`config.mk`:
```
export PLATFORM = sky130hd
export DESIGN_NAME = palette_pixel_renderer_core
export DESIGN_NICKNAME = d
export VERILOG_FILES = /design/src/hw/rtl/ppr_pkg.sv /design/src/hw/rtl/ppr_clut.sv /design/src/hw/rtl/ppr_pack.sv /design/src/hw/rtl/palette_pixel_renderer_core.sv
export SDC_FILE = /design/constraint.sdc
export NUM_CORES = 1
export LEC_CHECK = 0
export BUFFER_PORTS_ARGS = -buffer_cell sky130_fd_sc_hd__buf_2
export CAP_MARGIN = 20
export CORE_ASPECT_RATIO = 1.5
export CORE_MARGIN = 2
export CORE_UTILIZATION = 55
export DETAILED_ROUTE_END_ITERATION = 7
export PLACE_DENSITY = 0.72
export SLEW_MARGIN = 20
export SYNTH_ARGS = -nofsm -noshare
export SYNTH_HDL_FRONTEND = slang
export SYNTH_SLANG_ARGS = --single-unit
export TNS_END_PERCENT = 5
```
`constraint.sdc`:
```
create_clock -name clk -period 4.9 [get_ports clk]
set_input_delay 0.98 -clock clk [delete_from_list [all_inputs] [get_ports clk]]
set_output_delay 0.98 -clock clk [all_outputs]
set_load 0.03 [all_outputs]
```
`src/hw/rtl/ppr_pkg.sv`:
```
// ----------------------------------------------------------------------------
// ppr_pkg: shared types and codes for the palette pixel renderer
// Request payload structs, command, channel-select, format, source, register codes.
// ----------------------------------------------------------------------------
package ppr_pkg;

  localparam int PALETTE_ENTRIES_DEF = 32;

  localparam int PIXEL_W = 16;
  localparam int CLUT_W  = 8;
  localparam int COLOR_W = 24;
  localparam int FIELD_W = 5;

  typedef enum logic [0:0] {
    CMD_RENDER = 1'b0,
    CMD_WRITE  = 1'b1
  } cmd_t;

  typedef enum logic [1:0] {
    CHAN_ALL   = 2'd0,
    CHAN_BLUE  = 2'd1,
    CHAN_GREEN = 2'd2,
    CHAN_RED   = 2'd3
  } chan_sel_t;

  typedef enum logic [1:0] {
    FMT_XRGB8888 = 2'd0,
    FMT_RGB565   = 2'd1,
    FMT_RGB1555  = 2'd2,
    FMT_RSVD     = 2'd3
  } fmt_t;

  typedef enum logic [1:0] {
    SRC_BACKGROUND = 2'd0,
    SRC_BYPASS     = 2'd1,
    SRC_PALETTE    = 2'd2,
    SRC_NONE       = 2'd3
  } src_t;

  typedef enum logic [1:0] {
    REG_OUTPUT_FORMAT    = 2'd0,
    REG_BYPASS_ENABLE    = 2'd1,
    REG_BACKGROUND_COLOR = 2'd2,
    REG_UNUSED           = 2'd3
  } reg_idx_t;

  typedef struct packed {
    logic [0:0]         command;
    logic [PIXEL_W-1:0] pixel;
    logic [FIELD_W-1:0] clut_index;
    logic [CLUT_W-1:0]  red_value;
    logic [CLUT_W-1:0]  green_value;
    logic [CLUT_W-1:0]  blue_value;
    logic [1:0]         channel_select;
  } in_req_t;

  typedef struct packed {
    logic [COLOR_W-1:0] color_out;
    logic [1:0]         color_source;
  } out_req_t;

  typedef struct packed {
    logic [1:0]         output_format;
    logic               bypass_enable;
    logic [COLOR_W-1:0] background_color;
  } cfg_regs_t;

endpackage

```
`src/hw/rtl/ppr_clut.sv`:
```
// ----------------------------------------------------------------------------
// ppr_clut: one color lookup table
// Synchronous memory with registered read; per-entry valid bits
// make unwritten entries read as zero right after reset.
// ----------------------------------------------------------------------------
module ppr_clut
  import ppr_pkg::*;
#(
  parameter int DEPTH  = PALETTE_ENTRIES_DEF,
  parameter int ADDR_W = $clog2(DEPTH)
) (
  input  logic              clk,
  input  logic              rst_n,
  input  logic              wr_en,
  input  logic [ADDR_W-1:0] wr_addr,
  input  logic [CLUT_W-1:0] wr_data,
  input  logic              rd_en,
  input  logic [ADDR_W-1:0] rd_addr,
  output logic [CLUT_W-1:0] rd_data
);

  logic [CLUT_W-1:0] mem [DEPTH];
  logic [DEPTH-1:0]  vld_r;
  logic [CLUT_W-1:0] rd_q_r;
  logic              rd_vld_r;

  // storage array, no reset
  always_ff @(posedge clk) begin
    if (wr_en) begin
      mem[wr_addr] <= wr_data;
    end
    if (rd_en) begin
      rd_q_r <= mem[rd_addr];
    end
  end

  // entry valid bits, cleared at once by reset
  always_ff @(posedge clk) begin
    if (!rst_n) begin
      vld_r    <= '0;
      rd_vld_r <= 1'b0;
    end else begin
      if (wr_en) begin
        vld_r[wr_addr] <= 1'b1;
      end
      if (rd_en) begin
        rd_vld_r <= vld_r[rd_addr];
      end
    end
  end

  assign rd_data = rd_vld_r ? rd_q_r : '0;

endmodule

```
`src/hw/rtl/ppr_pack.sv`:
```
// ----------------------------------------------------------------------------
// ppr_pack: color source select and output packing
// Picks background, bypass or palette color and packs it per output format.
// ----------------------------------------------------------------------------
module ppr_pack
  import ppr_pkg::*;
(
  input  logic [PIXEL_W-1:0] pixel,
  input  logic [CLUT_W-1:0]  lut_red,
  input  logic [CLUT_W-1:0]  lut_green,
  input  logic [CLUT_W-1:0]  lut_blue,
  input  cfg_regs_t          cfg,
  output out_req_t           result
);

  logic [CLUT_W-1:0]  r_sel;
  logic [CLUT_W-1:0]  g_sel;
  logic [CLUT_W-1:0]  b_sel;
  logic [COLOR_W-1:0] packed_color;
  logic [COLOR_W-1:0] bypass_color;
  src_t               src;

  always_comb begin
    if (pixel == '0) begin
      src = SRC_BACKGROUND;
    end else if (cfg.bypass_enable && pixel[PIXEL_W-1]) begin
      src = SRC_BYPASS;
    end else begin
      src = SRC_PALETTE;
    end
  end

  always_comb begin
    if (src == SRC_BACKGROUND) begin
      r_sel = cfg.background_color[23:16];
      g_sel = cfg.background_color[15:8];
      b_sel = cfg.background_color[7:0];
    end else begin
      r_sel = lut_red;
      g_sel = lut_green;
      b_sel = lut_blue;
    end
  end

  always_comb begin
    case (fmt_t'(cfg.output_format))
      FMT_RGB565: begin
        packed_color = {8'd0, r_sel[7:3], g_sel[7:2], b_sel[7:3]};
        bypass_color = {9'd0, pixel[14:0]};
      end
      FMT_RGB1555: begin
        packed_color = {9'd0, r_sel[7:3], g_sel[7:3], b_sel[7:3]};
        bypass_color = {9'd0, pixel[14:0]};
      end
      default: begin
        packed_color = {r_sel, g_sel, b_sel};
        bypass_color = {pixel[14:10], 3'd0, pixel[9:5], 3'd0, pixel[4:0], 3'd0};
      end
    endcase
  end

  assign result.color_out    = (src == SRC_BYPASS) ? bypass_color : packed_color;
  assign result.color_source = src;

endmodule

```
`src/hw/rtl/palette_pixel_renderer_core.sv`:
```
// ----------------------------------------------------------------------------
// palette_pixel_renderer_core: palette color lookup stage
// Throughput: one request per cycle while out_stall lets results drain; the table
// read port is the sole serial step; renders pass stage 1 and the output register.
// Palette writes give no result and land in the tables at their accept edge.
// Reset (rst_n low, synchronous): config registers zero, tables read as zero
// from the first cycle after reset via per-entry valid bits; no clearing pass.
// ----------------------------------------------------------------------------
module palette_pixel_renderer_core
  import ppr_pkg::*;
#(
  parameter int PALETTE_ENTRIES = PALETTE_ENTRIES_DEF
) (
  input  logic        clk,
  input  logic        rst_n,
  // request input channel
  input  logic        in_valid,
  output logic        in_stall,
  input  in_req_t     in_data,
  // result output channel
  output logic        out_valid,
  input  logic        out_stall,
  output out_req_t    out_data,
  // configuration write channel
  input  logic        cfg_valid,
  output logic        cfg_ready,
  input  logic [1:0]  cfg_index,
  input  logic [COLOR_W-1:0] cfg_data
);

  localparam int IDX_W = $clog2(PALETTE_ENTRIES);

  // --------------------------------------------------------------------------
  // Configuration registers: always ready; not enforced, the user keeps them written only while the block idles
  // --------------------------------------------------------------------------
  cfg_regs_t cfg_r;
  cfg_regs_t cfg_nxt;
  logic      cfg_wr;

  assign cfg_ready = 1'b1;
  assign cfg_wr    = cfg_valid & cfg_ready;

  always_comb begin
    cfg_nxt = cfg_r;
    if (cfg_wr) begin
      case (reg_idx_t'(cfg_index))
        REG_OUTPUT_FORMAT:    cfg_nxt.output_format    = cfg_data[1:0];
        REG_BYPASS_ENABLE:    cfg_nxt.bypass_enable    = cfg_data[0];
        REG_BACKGROUND_COLOR: cfg_nxt.background_color = cfg_data;
        default:              cfg_nxt = cfg_r;
      endcase
    end
  end

  always_ff @(posedge clk) begin
    if (!rst_n) begin
      cfg_r <= '0;
    end else begin
      cfg_r <= cfg_nxt;
    end
  end

  // --------------------------------------------------------------------------
  // Pipeline handshake
  //   stage 1 holds a render request while its table reads come back;
  //   the output register parts it from the downstream stall.
  // --------------------------------------------------------------------------
  logic            s1_valid_r, s1_valid_nxt;
  logic [PIXEL_W-1:0] s1_pixel_r;
  logic            out_valid_r, out_valid_nxt;
  out_req_t        out_data_r;
  logic            s1_move;
  logic            in_accept;
  logic            acc_render;
  logic            acc_write;
  out_req_t        s1_result;

  // advance stage 1 when the output register is empty or being drained
  assign s1_move    = s1_valid_r & (~out_valid_r | ~out_stall);
  // hold the input only when stage 1 is full and cannot advance
  assign in_stall   = s1_valid_r & ~s1_move;
  assign in_accept  = in_valid & ~in_stall;
  assign acc_render = in_accept & (cmd_t'(in_data.command) == CMD_RENDER);
  assign acc_write  = in_accept & (cmd_t'(in_data.command) == CMD_WRITE);

  always_comb begin
    s1_valid_nxt = s1_valid_r;
    if (in_accept) begin
      s1_valid_nxt = acc_render;
    end else if (s1_move) begin
      s1_valid_nxt = 1'b0;
    end
  end

  always_comb begin
    out_valid_nxt = out_valid_r;
    if (s1_move) begin
      out_valid_nxt = 1'b1;
    end else if (!out_stall) begin
      out_valid_nxt = 1'b0;
    end
  end

  always_ff @(posedge clk) begin
    if (!rst_n) begin
      s1_valid_r  <= 1'b0;
      out_valid_r <= 1'b0;
    end else begin
      s1_valid_r  <= s1_valid_nxt;
      out_valid_r <= out_valid_nxt;
    end
  end

  // payload registers: capture pixel with its table reads, load output on advance
  always_ff @(posedge clk) begin
    if (acc_render) begin
      s1_pixel_r <= in_data.pixel;
    end
    if (s1_move) begin
      out_data_r <= s1_result;
    end
  end

  assign out_valid = out_valid_r;
  assign out_data  = out_data_r;

  // --------------------------------------------------------------------------
  // Color tables
  //   A write lands at its accept edge, so a render accepted on any later
  //   edge reads the new value; no forwarding path is needed.
  // --------------------------------------------------------------------------
  chan_sel_t         sel;
  logic              wr_red, wr_green, wr_blue;
  logic [CLUT_W-1:0] lut_red, lut_green, lut_blue;

  assign sel      = chan_sel_t'(in_data.channel_select);
  assign wr_red   = acc_write & ((sel == CHAN_ALL) | (sel == CHAN_RED));
  assign wr_green = acc_write & ((sel == CHAN_ALL) | (sel == CHAN_GREEN));
  assign wr_blue  = acc_write & ((sel == CHAN_ALL) | (sel == CHAN_BLUE));

  ppr_clut #(.DEPTH(PALETTE_ENTRIES)) u_clut_red (
    .clk     (clk),
    .rst_n   (rst_n),
    .wr_en   (wr_red),
    .wr_addr (in_data.clut_index[IDX_W-1:0]),
    .wr_data (in_data.red_value),
    .rd_en   (acc_render),
    .rd_addr (in_data.pixel[10 +: IDX_W]),
    .rd_data (lut_red)
  );

  ppr_clut #(.DEPTH(PALETTE_ENTRIES)) u_clut_green (
    .clk     (clk),
    .rst_n   (rst_n),
    .wr_en   (wr_green),
    .wr_addr (in_data.clut_index[IDX_W-1:0]),
    .wr_data (in_data.green_value),
    .rd_en   (acc_render),
    .rd_addr (in_data.pixel[5 +: IDX_W]),
    .rd_data (lut_green)
  );

  ppr_clut #(.DEPTH(PALETTE_ENTRIES)) u_clut_blue (
    .clk     (clk),
    .rst_n   (rst_n),
    .wr_en   (wr_blue),
    .wr_addr (in_data.clut_index[IDX_W-1:0]),
    .wr_data (in_data.blue_value),
    .rd_en   (acc_render),
    .rd_addr (in_data.pixel[0 +: IDX_W]),
    .rd_data (lut_blue)
  );

  // --------------------------------------------------------------------------
  // Source select and packing on the stage 1 pixel
  // --------------------------------------------------------------------------
  ppr_pack u_pack (
    .pixel     (s1_pixel_r),
    .lut_red   (lut_red),
    .lut_green (lut_green),
    .lut_blue  (lut_blue),
    .cfg       (cfg_r),
    .result    (s1_result)
  );

  // --------------------------------------------------------------------------
  // Assertions
  // --------------------------------------------------------------------------
  a_render_fills_s1: assert property (@(posedge clk) disable iff (!rst_n)
    acc_render |=> s1_valid_r)
    else $error("accepted render request did not reach stage 1");

  a_write_no_s1: assert property (@(posedge clk) disable iff (!rst_n)
    acc_write |=> !s1_valid_r)
    else $error("palette write produced a pending result");

  a_move_fills_out: assert property (@(posedge clk) disable iff (!rst_n)
    s1_move |=> out_valid_r && out_data_r == $past(s1_result))
    else $error("stage 1 advance lost its result");

  a_drain_no_repeat: assert property (@(posedge clk) disable iff (!rst_n)
    out_valid_r && !out_stall && !s1_move |=> !out_valid_r)
    else $error("delivered result repeated");

  a_s1_held_on_stall: assert property (@(posedge clk) disable iff (!rst_n)
    s1_valid_r && out_valid_r && out_stall |=> s1_valid_r && $stable(s1_pixel_r))
    else $error("stage 1 request dropped under stall");

endmodule

```
==> run metrics <==
status finished clean; Initial Util 55.3%; Die Y 323 um; Post-synth EDFFs 834; ys async rst share 0%; Crit Path Category flop to flop; mean post-synth cell area 19.8 um2; CTS tree done; Worst Path Max Fanout 24; fin crit share 67.2%; FMAX 304 MHz; Seq cells post-synth 962; skew final 0.0317 ns; CP startpoint s1_pixel_r[11]$_DFFE_PP_; arrival time worst endpoint 3.67 ns; Rel. slew slack 25.1%; DIE AREA 70000 um2; Clk network pwr share 40.3%; drt wl/cell 28.6 um; switching share of total power 20.5%; CTS Buf Count 82; layout cells sized above 1 27.8%; Final nets 2094; core footprint 67500 um2; Power Density 393 nW/um2; Setup Buffers After CTS 0; fin. max-slew vios 0; worst hold path type flop to flop; Setup Viol. Count Final 0; Root Driver clkbuf_16; DR vias 18600; Post-Synthesis Cells 1888; Final Hold Vio Count 0; P&R area growth vs syn 11.7%; register clock-pin slew on the reported worst setup and hold paths 0.07 ns; Max Cap Viol 0; Final Critical Period 3.29 ns; Sw Pwr 0.00335 W; Worst setup EP type flop; vias in the first global route 19100; Worst-Margin Slew 1.12 ns; Yosys warning count 0; gr usage total 25.0%; synth unique cells 46; Top FF cell, synth edfxtp_1; DP Worst Slack 1.33 ns; Clock H-tree levels 3; Flop pwr share 54.9%; Worst setup endpoint out_data[8]$_DFFE_PP_; Clk Latency, worst-skew pair 0.65 ns; final wirelength 85200 um; Post-Syn Area 37300 um2; Detailed Route Iter0 Violations 2133; Post-Syn Nets 1972; RSZ-0062 raised after global routing false; P_int 0.0130 W; FF-to-FF End out_data[8]$_DFFE_PP_; First-pass DRT Iterations 6; leakage 13.5 nW; FF-to-FF path depth 5; clk sinks 962; Detailed Place HPWL 55700 um; Final GP Congestion 0.909; setup ws final 1.61 ns; required time of the critical path 5.28 ns; largest net degree at the start of global routing 74; # IOs 108; most common cell after layout, fill and taps aside edfxtp_1; most frequent cells in the layout 834 x edfxtp_1, 268 x mux4_2, 133 x nand2_1; sequential fraction of the synthesis area 74.0%; minimum hold slack 0.458 ns; DRC viols 0; initial antenna violation count 5; reg2reg start s1_pixel_r[11]$_DFFE_PP_; Worst VDD drop 311 uV; post-CTS resize count 0; CTS Hold Buffers Added 0; r2r setup slk 1.61 ns; grt ovf 0; Die W 217 um; first-pass GRT wire length 126000 um; setup tns final 0 ns; Clock Tree Buf Depth 3; Avg Vias per Cell 6.26; Startpoint Class flop; final core utilization 61.8%; Final ANT Viol Nets 0; Port Buf Inserts 106; Rows 117; part of the power in combinational logic 4.7%
-- power groups by stage --
stage | registers (W) | clock network (W) | logic (W)
CTS | 0.00900 | 0.00666 | 0.000779
finish | 0.00900 | 0.00660 | 0.000774
floorplan | 0.00917 | 0 | 0.000464
global placement | 0.00917 | 0 | 0.000755
global route | 0.00900 | 0.00697 | 0.000826
detailed placement | 0.00918 | 0 | 0.000775
-- cells by family (layout without fill, tap and decap cells) --
group	Yosys count	after routing	share of synthesized area [%]
DFF	962	962	74.0
muxes	318	318	17.6
and+or+nand+nor	302	302	3.40
AOI/OAI and AO/OA	172	172	3.44
buffers and inverters	128	318	1.41
adders and majority gates	5	5	0.168
other	1	7	0.0101
-- synthesized netlist by cell type, types with 2 or more instances --
library cell | count | area share (%)
clkinv_1 | 2 | 0.020
o21a_1 | 98 | 2.0
a221oi_1 | 8 | 0.19
o221ai_1 | 5 | 0.12
nand2_1 | 133 | 1.3
mux2i_1 | 34 | 0.91
edfxtp_1 | 834 | 67
buf_6 | 2 | 0.060
a211o_1 | 3 | 0.070
and3_1 | 4 | 0.067
nor2b_1 | 7 | 0.12
o21ai_1 | 2 | 0.027
ha_1 | 5 | 0.17
a21oi_1 | 13 | 0.17
a22oi_1 | 2 | 0.040
nor3b_1 | 6 | 0.12
nand2b_1 | 3 | 0.050
a211oi_1 | 2 | 0.040
or4_1 | 4 | 0.080
o21ai_0 | 3 | 0.040
nand3_1 | 9 | 0.12
nand3b_1 | 2 | 0.040
nor3_1 | 3 | 0.040
dfxtp_1 | 128 | 6.9
nor2_1 | 120 | 1.2
and3b_1 | 3 | 0.070
a22o_1 | 5 | 0.12
and2_1 | 5 | 0.084
o211a_1 | 2 | 0.054
clkbuf_1 | 72 | 0.72
buf_2 | 7 | 0.094
a21boi_0 | 26 | 0.52
mux2_2 | 16 | 0.48
inv_1 | 18 | 0.18
buf_1 | 24 | 0.24
mux4_2 | 268 | 16
-- registers in the layout (all words and copies together), names as in the netlist --
signal                 count
cfg_r                     27
out_data                  26
out_valid                  1
s1_pixel_r                16
s1_valid_r                 1
u_clut_blue.mem          256
u_clut_blue.rd_q_r         8
u_clut_blue.rd_vld_r       1
u_clut_blue.vld_r         32
u_clut_green.mem         256
u_clut_green.rd_q_r        8
u_clut_green.rd_vld_r      1
u_clut_green.vld_r        32
u_clut_red.mem           256
u_clut_red.rd_q_r          8
u_clut_red.rd_vld_r        1
u_clut_red.vld_r          32
-- worst min path at each step --
stage,from,to,slack (ns),cells past startpoint
6_report,u_clut_green.vld_r[6]$_SDFFE_PN0P_,u_clut_green.vld_r[6]$_SDFFE_PN0P_,0.46,1
3_5_place_dp,u_clut_green.vld_r[6]$_SDFFE_PN0P_,u_clut_green.vld_r[6]$_SDFFE_PN0P_,0.45,1
5_1_grt,u_clut_red.vld_r[11]$_SDFFE_PN0P_,u_clut_red.vld_r[11]$_SDFFE_PN0P_,0.48,1
3_3_place_gp,u_clut_blue.vld_r[16]$_SDFFE_PN0P_,u_clut_blue.vld_r[16]$_SDFFE_PN0P_,0.44,1
4_1_cts,u_clut_green.vld_r[6]$_SDFFE_PN0P_,u_clut_green.vld_r[6]$_SDFFE_PN0P_,0.46,1
2_1_floorplan,u_clut_blue.vld_r[10]$_SDFFE_PN0P_,u_clut_blue.vld_r[10]$_SDFFE_PN0P_,0.44,1
-- routing by layer --
metal / track usage [%] / vias to the layer above / wire, um
met5: 0 / - / 40
met4: 10.1 / 6 / 3000
li1: - / 7852 / -
met1: 31.9 / 9837 / 31400
met3: 3.28 / 147 / 5520
met2: 43.9 / 773 / 45300
-- worst max-delay path: stages, from the launching register on --
cell,delay [ns]
edfxtp_1,0.41
or4_1,0.59
or4_2,1.03
mux2i_1,0.30
a22o_1,0.24
mux4_2,0.46
-- per-stage QoR --
stage / area [um2] / total power, W / cells
floorplan: 37300 / 0.00963 / 1888
global placement: 38900 / 0.00993 / 2815
detailed placement: 38900 / 0.00995 / 2816
CTS: 41600 / 0.0164 / 2968
global route: 41700 / 0.0168 / 2970
finish: 41700 / 0.0164 / 2976
-- area by class of cell --
class / instances / area (um2)
sequential: 962 / 27600
antenna: 6 / 15.0
clock inverter: 43 / 388
fill: 4604 / 25800
clock buffer: 109 / 2350
timing repair buffer: 145 / 898
tap: 892 / 1120
multi-input combinational: 798 / 9230
inverter: 21 / 78.8
Note: power is estimated with default switching activity, not from simulation.
